--- config.mk ---
export PLATFORM = sky130hd
export DESIGN_NAME = sorted_top_k_table
export DESIGN_NICKNAME = d
export VERILOG_FILES = /design/src/design/stk_pkg.sv /design/src/design/sorted_top_k_table.sv /design/src/design/stk_ctrl.sv /design/src/design/stk_datapath.sv
export SDC_FILE = /design/constraint.sdc
export NUM_CORES = 1
export LEC_CHECK = 0
export ABC_AREA = 1
export BUFFER_PORTS_ARGS = -buffer_cell sky130_fd_sc_hd__buf_2
export CORE_ASPECT_RATIO = 1.2
export CORE_MARGIN = 5
export CORE_UTILIZATION = 47
export CTS_CLUSTER_SIZE = 10
export DETAILED_ROUTE_END_ITERATION = 10
export PLACE_DENSITY = 0.67
export SLEW_MARGIN = 40
export SYNTH_ARGS = -nofsm -noshare
export SYNTH_HDL_FRONTEND = slang
export SYNTH_SLANG_ARGS = --single-unit
--- constraint.sdc ---
create_clock -name clock -period 5.4 [get_ports clock]
set_input_delay 0.54 -clock clock [delete_from_list [all_inputs] [get_ports clock]]
set_output_delay 0.54 -clock clock [all_outputs]
set_load 0.02 [all_outputs]
--- src/design/stk_pkg.sv ---
// Shared types and constants for the sorted top-k table.
`timescale 1ns / 1ps

package stk_pkg;

   localparam int CMP_W = 8;

   typedef enum logic [1:0] {
      KIND_INSERT = 2'd0,
      KIND_CLEAR  = 2'd1,
      KIND_READ   = 2'd2
   } kind_type;

   typedef enum logic [1:0] {
      RD_LAST = 2'd0,
      RD_PREV = 2'd1,
      RD_IDX  = 2'd2
   } rd_sel_type;

   typedef enum logic [2:0] {
      ST_IDLE,
      ST_INS_STEP,
      ST_LAST_CMP,
      ST_SHIFT_CMP,
      ST_RD_WAIT,
      ST_RESP
   } state_type;

   typedef struct packed {
      logic       load;
      logic       clear;
      logic       rd_en;
      rd_sel_type rd_sel;
      logic       wr_shift;
      logic       wr_new;
      logic       take_read;
   } cmd_type;

   typedef struct packed {
      logic full;
      logic j_zero;
      logic lower;
   } stat_type;

endpackage

--- src/design/sorted_top_k_table.sv ---
// Top level of the sorted top-k table.
//
//   channel  dir  payload
//   req_     in   tuser: kind; tdata: new_score, new_tag, entry_index
//   rsp_     out  tdata: entry_score, entry_tag, entry_valid, inserted,
//                 insert_position, entries_held
//
// One item at a time: a new item is taken only after the result of the last is taken.
// An insert walks the entry memory from the end toward the front, reading each entry
// in turn and moving it back one place while it scores below the new one.
// Reset empties the table; no clearing pass. A stalled result holds the block.
`timescale 1ns / 1ps

module sorted_top_k_table
   import stk_pkg::*;
#(
   parameter int TABLE_DEPTH = 8
)
(
   input  logic        clock,
   input  logic        reset,
   input  logic        req_tvalid,
   output logic        req_tready,
   input  logic [71:0] req_tdata,   // new_score[31:0], new_tag[63:32], entry_index[66:64]
   input  logic [1:0]  req_tuser,   // kind[1:0]
   output logic        rsp_tvalid,
   input  logic        rsp_tready,
   output logic [79:0] rsp_tdata    // entry_score[31:0], entry_tag[63:32], entry_valid[64],
                                    // inserted[65], insert_position[68:66],
                                    // entries_held[72:69]
);

   cmd_type  cmd;
   stat_type stat;

   stk_ctrl u_ctrl (
      .clock      (clock),
      .reset      (reset),
      .req_tvalid (req_tvalid),
      .req_tready (req_tready),
      .req_tuser  (req_tuser),
      .rsp_tvalid (rsp_tvalid),
      .rsp_tready (rsp_tready),
      .stat       (stat),
      .cmd        (cmd)
   );

   stk_datapath #(
      .TABLE_DEPTH (TABLE_DEPTH)
   ) u_datapath (
      .clock     (clock),
      .reset     (reset),
      .req_tdata (req_tdata),
      .cmd       (cmd),
      .stat      (stat),
      .rsp_tdata (rsp_tdata)
   );

endmodule

--- src/design/stk_ctrl.sv ---
// Controller state machine for the sorted top-k table.
`timescale 1ns / 1ps

module stk_ctrl
   import stk_pkg::*;
(
   input  logic       clock,
   input  logic       reset,
   input  logic       req_tvalid,
   output logic       req_tready,
   input  logic [1:0] req_tuser,
   output logic       rsp_tvalid,
   input  logic       rsp_tready,
   input  stat_type   stat,
   output cmd_type    cmd
);

   state_type state_ff, state_in;

   always_ff @(posedge clock) begin
      if (reset) begin
         state_ff <= ST_IDLE;
      end else begin
         state_ff <= state_in;
      end
   end

   always_comb begin
      state_in   = state_ff;
      cmd        = '0;
      cmd.rd_sel = RD_PREV;
      req_tready = 1'b0;
      rsp_tvalid = 1'b0;
      unique case (state_ff)
         ST_IDLE: begin
            req_tready = 1'b1;
            if (req_tvalid) begin
               cmd.load = 1'b1;
               unique case (kind_type'(req_tuser))
                  KIND_INSERT: begin
                     if (stat.full) begin
                        cmd.rd_en  = 1'b1;
                        cmd.rd_sel = RD_LAST;
                        state_in   = ST_LAST_CMP;
                     end else begin
                        state_in = ST_INS_STEP;
                     end
                  end
                  KIND_CLEAR: begin
                     cmd.clear = 1'b1;
                     state_in  = ST_RESP;
                  end
                  KIND_READ: begin
                     cmd.rd_en  = 1'b1;
                     cmd.rd_sel = RD_IDX;
                     state_in   = ST_RD_WAIT;
                  end
                  default: state_in = ST_RESP;
               endcase
            end
         end
         ST_INS_STEP: begin
            if (stat.j_zero) begin
               cmd.wr_new = 1'b1;
               state_in   = ST_RESP;
            end else begin
               cmd.rd_en  = 1'b1;
               cmd.rd_sel = RD_PREV;
               state_in   = ST_SHIFT_CMP;
            end
         end
         ST_LAST_CMP: begin
            // full table: only a score above the last entry gets in
            state_in = stat.lower ? ST_INS_STEP : ST_RESP;
         end
         ST_SHIFT_CMP: begin
            if (stat.lower) begin
               cmd.wr_shift = 1'b1;
               state_in     = ST_INS_STEP;
            end else begin
               cmd.wr_new = 1'b1;
               state_in   = ST_RESP;
            end
         end
         ST_RD_WAIT: begin
            cmd.take_read = 1'b1;
            state_in      = ST_RESP;
         end
         ST_RESP: begin
            rsp_tvalid = 1'b1;
            if (rsp_tready) begin
               state_in = ST_IDLE;
            end
         end
         default: state_in = ST_IDLE;
      endcase
   end

endmodule

--- src/design/stk_datapath.sv ---
// Datapath for the sorted top-k table: entry memory, count, walk pointer, result.
`timescale 1ns / 1ps

module stk_datapath
   import stk_pkg::*;
#(
   parameter int TABLE_DEPTH = 8
)
(
   input  logic        clock,
   input  logic        reset,
   input  logic [71:0] req_tdata,
   input  cmd_type     cmd,
   output stat_type    stat,
   output logic [79:0] rsp_tdata
);

   localparam int AW = (TABLE_DEPTH > 1) ? $clog2(TABLE_DEPTH) : 1;
   localparam int CW = $clog2(TABLE_DEPTH + 1);

   logic [63:0]   mem [TABLE_DEPTH];
   logic [63:0]   rdata_ff;
   logic [AW-1:0] raddr;
   logic [AW-1:0] j_ff, j_in;
   logic [CW-1:0] fill_ff, fill_in;
   logic [31:0]   score_ff, tag_ff;
   logic [2:0]    idx_ff;
   logic [31:0]   res_score_ff, res_tag_ff;
   logic          res_valid_ff, res_ins_ff;
   logic [2:0]    res_pos_ff;
   logic          wr_en;
   logic [63:0]   wdata;
   logic          idx_ok;

   assign stat.full   = (fill_ff == CW'(TABLE_DEPTH));
   assign stat.j_zero = (j_ff == '0);
   assign stat.lower  = (rdata_ff[63:32] < score_ff);

   assign idx_ok = (CMP_W'(idx_ff) < CMP_W'(fill_ff)) &&
                   (CMP_W'(idx_ff) < CMP_W'(TABLE_DEPTH));

   always_comb begin
      case (cmd.rd_sel)
         RD_LAST: raddr = AW'(TABLE_DEPTH - 1);
         RD_IDX:  raddr = AW'(req_tdata[66:64]);
         default: raddr = j_ff - AW'(1);
      endcase
   end

   assign wr_en = cmd.wr_shift | cmd.wr_new;
   assign wdata = cmd.wr_shift ? rdata_ff : {score_ff, tag_ff};

   always_ff @(posedge clock) begin
      if (wr_en) begin
         mem[j_ff] <= wdata;
      end
      if (cmd.rd_en) begin
         rdata_ff <= mem[raddr];
      end
   end

   always_comb begin
      j_in = j_ff;
      if (cmd.load) begin
         j_in = stat.full ? AW'(TABLE_DEPTH - 1) : AW'(fill_ff);
      end else if (cmd.wr_shift) begin
         j_in = j_ff - AW'(1);
      end
   end

   always_comb begin
      fill_in = fill_ff;
      if (cmd.clear) begin
         fill_in = '0;
      end else if (cmd.wr_new && !stat.full) begin
         fill_in = fill_ff + CW'(1);
      end
   end

   always_ff @(posedge clock) begin
      if (reset) begin
         fill_ff <= '0;
      end else begin
         fill_ff <= fill_in;
      end
   end

   always_ff @(posedge clock) begin
      j_ff <= j_in;
      if (cmd.load) begin
         score_ff     <= req_tdata[31:0];
         tag_ff       <= req_tdata[63:32];
         idx_ff       <= req_tdata[66:64];
         res_score_ff <= '0;
         res_tag_ff   <= '0;
         res_valid_ff <= 1'b0;
         res_ins_ff   <= 1'b0;
         res_pos_ff   <= '0;
      end
      if (cmd.take_read && idx_ok) begin
         res_score_ff <= rdata_ff[63:32];
         res_tag_ff   <= rdata_ff[31:0];
         res_valid_ff <= 1'b1;
      end
      if (cmd.wr_new) begin
         res_ins_ff <= 1'b1;
         res_pos_ff <= 3'(j_ff);
      end
   end

   assign rsp_tdata = {7'd0, 4'(fill_ff), res_pos_ff, res_ins_ff, res_valid_ff,
                       res_tag_ff, res_score_ff};

endmodule

# --- Word level (Yosys, flattened, before mapping) ---
# Memory sizes are Yosys's and may differ from the RTL's. A register that Yosys moved wholly into a read port is not among the register bits.
# Index checks and enable logic that the tools add are counted.
totals:
  ramBits: 512
  register_bits: 146
  mem_count: 1
  out_inout_bits: 82
  word_cells: 75
  inputBits: 78
mem_list:
  columns: ["name", "words", "word_bits", "rd", "rd_clocked_by_memory_dff", "wr", "line_no", "text"]
  rows:
  - ["u_datapath.mem", 8, 64, 1, 1, 1, "stk_datapath.sv:21", "logic [63:0] mem [TABLE_DEPTH];"]
op_classes:
  bitwise_logic: 1
  n_lt_le_gt_ge: 2
  eq_ne: 11
  n_reduce_logical: 13
  n_mux: 34
  n_addsub: 2
op_table:
  columns: ["operator", "n"]
  rows:
  - ["$mux 32", 3]
  - ["$mux 64", 1]
  - ["$mux 3", 11]
  - ["$lt 32x32->1", 1]
  - ["$pmux 3 s2", 4]
  - ["$pmux 3 s5", 1]
  - ["$mux 1", 10]
  - ["$eq 3x2->1 const B", 2]
  - ["$eq 3x3->1 const B", 2]
  - ["$logic_not 3->1", 2]
  - ["$reduce_bool 2->1", 3]
  - ["$mux 5", 1]
  - ["$add 4x1->4 const B", 1]
  - ["$eq 2x2->1 const B", 2]
  - ["$eq 4x4->1 const B", 1]
  - ["$logic_not 2->1", 2]
  - ["$lt 3x4->1", 1]
  - ["$mux 2", 2]
  - ["$ne 2x2->1 const B", 2]
  - ["$reduce_or 2->1", 2]
  - ["$eq 3x1->1 const B", 1]
  - ["$sub 3x1->3 const B", 1]
  - ["$eq 2x1->1 const B", 1]
  - ["$logic_and 1x1->1", 2]
  - ["other kinds (4)", 4]

# --- Depth between registers and ports, before layout ---
# Gate-level depths: netlist of the first run.
logic_depth:
  ltp_word: 7
  mapped_depth: 18
  depth_no_buf: 18

# --- Cells and area by module ---
# From an unflattened synthesis of the first run, not the netlist that was laid out.
hier_totals:
  hier_cells: 2258
  hier_area_um2: 29290.6
by_module_without_submodules:
  columns: ["module", "n_inst", "area_each_um2", "cells_each", "seq_area_each_um2"]
  rows:
  - ["stk_datapath", 1, 28986.6, 2210, 21530.6]
  - ["stk_ctrl", 1, 304.0, 48, 60.1]

# --- Worst setup path after synthesis of the first run ---
# No wires, ideal clock.
synth_timing:
  path_type: "register to register"
  startpoint: "reg u_datapath.rdata_ff[43] (read register of u_datapath.mem)"
  endpoint: "mem u_datapath.mem[0][0] (enable)"
  path_slack_ps: 558
  path_buffers: 0
  arrival_ps: 4355
  stages_incl_launch_ff: 16
  period_less_slack_ps: 4842
  path_cell_list: "edfxtp_1 -> ha_1 -> nand2_1 -> inv_1 -> nand2_1 -> a31oi_1 -> nor2_1 -> nand2_1 -> nand2_1 -> nand2_1 -> nand2_1 -> nand2_1 -> inv_1 -> nand2_1 -> nand2_1 -> nor2_1"
synth_via:
  elab_chain_cells: 6
  elab_cells_between_ends: 8
  cone_classes: "1 x order compare; 6 x mux; 1 x bitwise"
synth_rtl:
  columns: ["element", "line_no", "text"]
  rows:
  - ["from (decl)", "stk_datapath.sv:22", "logic [63:0] rdata_ff;"]
  - ["$lt 32x32->1 (*)", "stk_datapath.sv:37", "assign stat.lower = (rdata_ff[63:32] < score_ff);"]
  - ["$mux 1", "stk_ctrl.sv:77", "if (stat.lower) begin"]
  - ["$pmux 1 s2 / $mux 1 (equally long branches)", "stk_ctrl.sv:34", "unique case (state_ff)"]
  - ["$or 1x1->1 (*)", "stk_datapath.sv:50", "assign wr_en = cmd.wr_shift | cmd.wr_new;"]
  - ["$mux 1 (*)", "stk_datapath.sv:54", "if (wr_en) begin"]
  - ["$mux 1 (implied by the code) (*)", "stk_datapath.sv:55", "mem[j_ff] <= wdata;"]
  - ["to (decl)", "stk_datapath.sv:21", null]
# Every way passes the cells marked *; elsewhere a longest branch is shown, timed or not.

# --- Final worst setup path of the first run ---
layout_timing:
  startpoint: "reg u_datapath.score_ff[15]"
  endpoint: "mem u_datapath.mem[1][63] (enable)"
layout_via:
  elab_chain_cells: 6
  elab_cells_between_ends: 8
  cone_classes: "1 x order compare; 6 x mux; 1 x bitwise"
layout_rtl:
  columns: ["element", "line_no", "text"]
  rows:
  - ["from (decl)", "stk_datapath.sv:26", "logic [31:0] score_ff, tag_ff;"]
  - ["from (signal assigned)", "stk_datapath.sv:91", "score_ff <= req_tdata[31:0];"]
  - ["$lt 32x32->1 (*)", "stk_datapath.sv:37", null]
  - ["$mux 1", "stk_ctrl.sv:77", null]
  - ["$pmux 1 s2 / $mux 1 (equally long branches)", "stk_ctrl.sv:34", null]
  - ["$or 1x1->1 (*)", "stk_datapath.sv:50", null]
  - ["$mux 1 (*)", "stk_datapath.sv:54", null]
  - ["$mux 1 (implied by the code) (*)", "stk_datapath.sv:55", null]
# Marked as above.

==> run summary, run 1 <==
======================================================================================
Run status                                                                   completed
PwrDens                                                                    575 mW/mm^2
Non-filler cells, final                                                           3432
Max-capacitance violation count                                                      0
Number of standard-cell rows in the floorplan                                      100
Met1 Routed Length                                                            26800 um
Slew @ Worst Pin                                                              0.810 ns
Maximum buffer depth of the clock tree                                               3
Worst rel slew slack                                                             0.454
Residual DRC                                                                         0
Met2 routed wirelength                                                        30300 um
Mean instance size in the synthesized netlist                                12.0 um^2
Cell variety after synth                                                            33
Total of flip-flops plus latches after synthesis                                   722
Most common library cell in the layout ignoring fill and taps             sky130_fd_sc_hd__edfxtp_1
Synth Area in Compound Gates                                                     0.107
Worst reg2reg setup slack                                                      1.69 ns
Setup repair after global routing missed its margin                              false
First-iteration detailed-routing DRC count                                        1462
Io pins                                                                            160
Library cell used as clock root buffer                                    sky130_fd_sc_hd__clkbuf_16
Top-area cell type share of the netlist area                                     0.728
Congestion Overflow GR                                                               0
Total via count in the routed design                                             17971
Number of antenna violations at the first check in global routing                    1
Worst Reg-to-Reg Cells                                                              17
Final setup violating endpoints                                                      0
Starting utilization of the core area                                            0.474
Critical Path AT                                                               3.99 ns
Reg2reg start                                                             u_datapath.score_ff[15]
Num Clock Sinks                                                                    722
List of cells traversed by the critical path                              inv_1 > ha_1 > nand2_1 > inv_1 > nand3_1 > a31oi_1 > nor2_1 > nand2_1 > nand2_1 > nand2_1 > nand2_1 > nand2_1 > inv_1 > nand2_1 > nand2_1 > nor2_4 > buf_12
Resized cells post-CTS                                                               0
Xor and xnor fraction of the mapped netlist area                              0.000596
Cell class contributing the biggest share of worst-path delay             simple AND/OR/NAND/NOR gates
Half-perimeter wire length after detailed placement                           33400 um
Area growth from synthesis to layout                                             14.0%
Hold buffer count at CTS                                                             0
Number of port buffers                                                             147
Fin. Hold Viols                                                                      0
Uppermost layer routed                                                            met4
Simple logic cell fraction of the synthesized area                              0.0735
Floorplan core area                                                        0.0621 mm^2
Maximum level of the CTS H-tree                                                      3
Critical path buffers and inverters                                                  4
Wire length of the first global-routing pass                                  98600 um
Via density                                                                       5.24
Top cells by area in the synthesized netlist                              sky130_fd_sc_hd__edfxtp_1 (73%), sky130_fd_sc_hd__nand2_1 (5.7%), sky130_fd_sc_hd__inv_1 (4.8%)
Post-CTS Setup Bufs                                                                  0
Combinational family with the most area after synthesis                   compound AO/OA/AOI/OAI gates
Average wire per standard cell                                                 18.4 um
LEAKAGE                                                                        13.4 nW
Count of nets after finishing                                                     2704
Number of instances in the synthesized netlist                                    2445
Min cycle time layout                                                          3.71 ns
Critical Path Fanout Max                                                            27
Type of element capturing the critical path                                       flop
Maximum number of pins on one net before global-route repair                       245
Die area                                                                   0.0677 mm^2
Final routed wirelength across all metal layers                               63300 um
Final setup TNS                                                                   0 ns
Capturing element of the worst setup path                                 u_datapath.mem[1][63]
Maximum clock frequency                                                      0.270 GHz
Number of global-route vias before repair                                        17863
Num CTS Buffers                                                                     83
Setup CP Type                                                             flop to flop
Peak ir drop on the vdd network                                               0.675 mV
TritonCTS clock tree                                                              done
CTS clk-pin slew, worst paths                                                  0.05 ns
Number of cells after detailed placement                                          3317
Area of the mapped netlist                                                 0.0294 mm^2
Setup clock skew after layout                                                0.0237 ns
Worst path slowest cell                                                   sky130_fd_sc_hd__nor2_4
Crit share post-route                                                            0.686
Layout cell share with drive strength beyond 1                                   0.113
Synthesis warning total                                                              0
Final Core Density                                                               0.540
Worst Setup Start Kind                                                            flop
Number of max-slew violations in the final report                                    0
Die height                                                                      284 um
Logic depth of the worst path, buffers included                                     17
Peak per-stage delay on the critical path                                      0.67 ns
Reg-to-reg endpoint                                                       u_datapath.mem[1][63]
Antenna fix cells                                                                    0
TritonRoute pass-1 iters                                                             5
Count of nets left with antenna violations after detail routing                      0
Area used by sequential logic in the layout                                0.0216 mm^2
Critical path's most frequent cell                                        sky130_fd_sc_hd__nand2_1
Count of fill cells added during filler insertion                                 5091
Data required time of the worst path                                           5.69 ns
Library cell occupying the most area in the post-synthesis netlist        sky130_fd_sc_hd__edfxtp_1
Hold Crit Class                                                           primary input to flop
Combined area of the multi-input logic cells                              0.00594 mm^2
Met3 routed WL                                                                 4760 um
Critical Path Start                                                       u_datapath.score_ff[15]
Worst-skew pair later-pin latency                                              0.61 ns
Commonest non-fill, non-tap cells in the layout                           sky130_fd_sc_hd__edfxtp_1 (713), sky130_fd_sc_hd__nand2_1 (443), sky130_fd_sc_hd__inv_1 (375)
Weighted congestion reported at the end of routability-driven placement          0.805
Die X-Extent                                                                    238 um
Proportion of synthesized area in mux cells                                          0
Adder and majority cell fraction of the synthesized area                        0.0157
Total Routing Usage GR                                                           0.185
Post-synthesis sequential area ratio                                             0.734
======================================================================================
logic make-up after synthesis:
logic type                 count (synthesis)
and+or+nand+nor                          555
buffers and inverters                    507
adders and majority gates                 37
AOI/OAI and AO/OA                        621
xor gates and xnor gates                   2
DFF                                      722
other                                      1
cell usage after synthesis (all sizes together):
| cell type | count |
|---|---|
| a2111o | 1 |
| a21oi | 280 |
| a31oi | 2 |
| buf | 80 |
| clkbuf | 47 |
| conb | 1 |
| dfxtp | 9 |
| edfxtp | 713 |
| ha | 37 |
| inv | 380 |
| nand2 | 446 |
| nand3 | 11 |
| nand4 | 1 |
| nor2 | 88 |
| nor3 | 6 |
| nor3b | 1 |
| nor4 | 2 |
| o21a | 3 |
| o21ai | 333 |
| o21bai | 1 |
| o22ai | 1 |
| xnor2 | 1 |
| xor2 | 1 |
layout make-up:
cell class | instances | share of cell area
Sequential cell | 722 | 0.644
Multi-Input combinational cell | 1222 | 0.177
Clock buffer | 104 | 0.0659
Inverter | 380 | 0.0427
Timing Repair Buffer | 180 | 0.0367
Tap cell | 816 | 0.0305
Clock inverter | 8 | 0.00239
routing by layer:
layer  vias up  track usage
li1       8599            -
met1      8652        0.255
met2       617        0.297
met3       103       0.0336
met4         0       0.0659
met5         -            0
flip-flops by register name, indices dropped and copies added, names as in the netlist:
register                 cells
u_datapath.mem             512
u_datapath.rdata_ff         64
u_datapath.res_score_ff     32
u_datapath.res_tag_ff       32
u_datapath.score_ff         32
u_datapath.tag_ff           32
u_datapath.fill_ff           4
u_ctrl.state_ff              3
u_datapath.idx_ff            3
u_datapath.j_ff              3
u_datapath.res_pos_ff        3
u_datapath.res_ins_ff        1
u_datapath.res_valid_ff      1
how the worst min path moves through the flow:
stage | start | endpoint | slack (ns) | cells after the start
6_report | req_tdata[46] | u_datapath.tag_ff[14] | 0.10 | 1
2_1_floorplan | u_datapath.res_ins_ff | u_datapath.res_ins_ff | 0.43 | 2
5_1_grt | req_tdata[32] | u_datapath.tag_ff[0] | 0.08 | 1
4_1_cts | req_tdata[46] | u_datapath.tag_ff[14] | 0.07 | 1
3_3_place_gp | u_datapath.res_ins_ff | u_datapath.res_ins_ff | 0.45 | 2
3_5_place_dp | u_datapath.res_ins_ff | u_datapath.res_ins_ff | 0.45 | 2
power breakdown:
group	switching, mW	total, mW	leakage [nW]	internal (mW)
registers	0.271	7.86	6.60	7.59
clock network	2.02	4.86	1.11	2.84
logic	4.73	6.55	5.65	1.83
through the flow:
step	worst slack [ns]	power [mW]	area [um^2]	hold WS, ns
finish	1.69	19.3	33500	0.103
global route	1.41	20.6	33500	0.0804
CTS	1.61	19.4	33400	0.0656
detailed placement	1.66	14.5	31100	0.453
global placement	1.60	14.3	31100	0.455
floorplan	0.558	12.5	29400	0.428
Note: power is estimated with default switching activity, not from simulation.
==> run 2: changes to the inputs <==
==> constraint.sdc (replaced) <==
create_clock -name clock -period 3.5 [get_ports clock]
set_input_delay 0.35 -clock clock [delete_from_list [all_inputs] [get_ports clock]]
set_output_delay 0.35 -clock clock [all_outputs]
set_load 0.02 [all_outputs]
==> run summary, run 2 (synthesized netlist as in run 1, its figures left out) <==
======================================================================================
Hold Crit Class                                                           primary input to flop
Worst reg2reg setup slack                                                      0.26 ns
Congestion Overflow GR                                                               0
Critical Path Fanout Max                                                            20
Top register by number of flip-flops                                      u_datapath.mem
Worst setup margin                                                            0.265 ns
CTS clk-pin slew, worst paths                                                  0.06 ns
Floorplan core area                                                        0.0621 mm^2
Fin. Hold Viols                                                                      0
Total Routing Usage GR                                                           0.188
Total via count in the routed design                                             18248
Worst-skew pair later-pin latency                                              0.62 ns
Max-capacitance violation count                                                      0
Via density                                                                       5.17
Worst Setup Start Kind                                                            flop
Worst slack, placed                                                           0.276 ns
Area growth from synthesis to layout                                             17.4%
Count of nets after finishing                                                     2788
Peak ir drop on the vdd network                                               0.818 mV
Average wire per standard cell                                                 18.4 um
Final routed wirelength across all metal layers                               65000 um
Reg2reg start                                                             u_datapath.rdata_ff[63]
Setup CP Type                                                             flop to flop
Count of nets left with antenna violations after detail routing                      0
Post-CTS Setup Bufs                                                                  0
Run status                                                                   completed
Num CTS Buffers                                                                     83
Starting utilization of the core area                                            0.474
Maximum buffer depth of the clock tree                                               3
Hold path depth                                                                      4
Residual DRC                                                                         0
Number of cells after detailed placement                                          3336
Io pins                                                                            160
PwrDens                                                                    881 mW/mm^2
Setup repair after global routing missed its margin                              false
Hold-critical path endpoint                                               u_ctrl.state_ff[2]
Number of port buffers                                                             147
TritonRoute pass-1 iters                                                             5
Number of standard-cell rows in the floorplan                                      100
Number of flip-flops under the largest register name                               512
Count of fill cells added during filler insertion                                 5032
Maximum number of pins on one net before global-route repair                       134
Registers with the most flip-flops                                        u_datapath.mem: 512 flops, u_datapath.rdata_ff: 64 flops
Slew @ Worst Pin                                                              0.814 ns
Commonest non-fill, non-tap cells in the layout                           sky130_fd_sc_hd__edfxtp_1 (713), sky130_fd_sc_hd__nand2_1 (443), sky130_fd_sc_hd__inv_1 (375)
Num Clock Sinks                                                                    722
Data required time of the worst path                                           3.80 ns
Worst Reg-to-Reg Cells                                                               9
Min cycle time layout                                                          3.24 ns
Number of global-route vias before repair                                        18029
Number of antenna violations at the first check in global routing                    1
Critical Path AT                                                               3.54 ns
LEAKAGE                                                                        13.8 nW
Final setup violating endpoints                                                      0
Type of element capturing the critical path                                       flop
Setup clock skew after layout                                                0.0230 ns
Min-Delay Startpoint                                                        rsp_tready
Post-layout power                                                              30.4 mW
Die area                                                                   0.0677 mm^2
Maximum clock frequency                                                      0.309 GHz
Maximum level of the CTS H-tree                                                      3
Non-filler cells, final                                                           3528
Worst rel slew slack                                                             0.451
Half-perimeter wire length after detailed placement                           36900 um
Die height                                                                      284 um
Die X-Extent                                                                    238 um
Reg-to-reg endpoint                                                       u_datapath.mem[1][27]
Weighted congestion reported at the end of routability-driven placement          0.806
Area used by sequential logic in the layout                                0.0216 mm^2
Wire length of the first global-routing pass                                  99900 um
Antenna fix cells                                                                    0
TritonCTS clock tree                                                              done
Combined area of the multi-input logic cells                              0.00593 mm^2
Layout cell share with drive strength beyond 1                                   0.116
Library cell used as clock root buffer                                    sky130_fd_sc_hd__clkbuf_16
Crit share post-route                                                            0.924
Fin Hold WS                                                                  0.0435 ns
First-iteration detailed-routing DRC count                                        1404
Critical Path Start                                                       u_datapath.rdata_ff[63]
Most common library cell in the layout ignoring fill and taps             sky130_fd_sc_hd__edfxtp_1
Number of max-slew violations in the final report                                    0
======================================================================================
run 2: how the worst max path moves through the flow:
stage	slack [ns]	depth (start not counted)	to
2_1_floorplan	-0.31	15	u_datapath.mem[6][0]
3_3_place_gp	0.31	18	u_datapath.mem[6][33]
3_5_place_dp	0.28	9	u_datapath.mem[2][21]
4_1_cts	0.24	9	u_datapath.mem[2][21]
5_1_grt	0.08	14	u_datapath.mem[6][14]
6_report	0.26	9	u_datapath.mem[1][27]
run 2: report_power, final:
part,switching [mW],internal [mW]
logic,7.49,3.09
registers,0.428,11.7
clock network,3.16,4.55
run 2: per-stage QoR:
stage,area [um^2],TNS (ns),util
final,34500,0,0.556
after global routing,34500,0,0.556
after CTS,34500,0,0.556
after detailed placement,31500,0,0.507
after global placement,31500,0,0.507
after floorplan,29400,-160.43,-
run 2: repair_timing:
action / CTS / global route
endpoints found under the hold margin: 70 / 0
resized for setup: 0 / 1
endpoints found under the setup margin: 0 / 9
hold buffers: 68 / 0
run 2: layout make-up:
cell class,instances,share of cell area
clock inverters,7,0.00290
repair buffers,264,0.0631
multi-input cells,1222,0.172
clock buffers,117,0.0660
well taps,816,0.0296
inverters,380,0.0415
flip-flops and latches,722,0.625
run 2: worst max-delay path, stage by stage, from the launching register on:
cell and delay (ns):
sky130_fd_sc_hd__edfxtp_1 0.41, sky130_fd_sc_hd__ha_1 0.32, sky130_fd_sc_hd__a21oi_1 0.17, sky130_fd_sc_hd__o21a_1 0.16, sky130_fd_sc_hd__nand2_1 0.15, sky130_fd_sc_hd__a21oi_1 0.36, sky130_fd_sc_hd__nand3_4 0.18, sky130_fd_sc_hd__buf_4 0.27
sky130_fd_sc_hd__buf_4 0.24, sky130_fd_sc_hd__o21ai_0 0.65
run 2: metal layers:
layer  up-vias  global-route usage  part of all wire
met5         -                   0                 0
met4         0              0.0575             0.020
met3        97              0.0330             0.068
met2       616               0.316              0.49
met1      8757               0.252              0.42
li1       8778                   -                 -
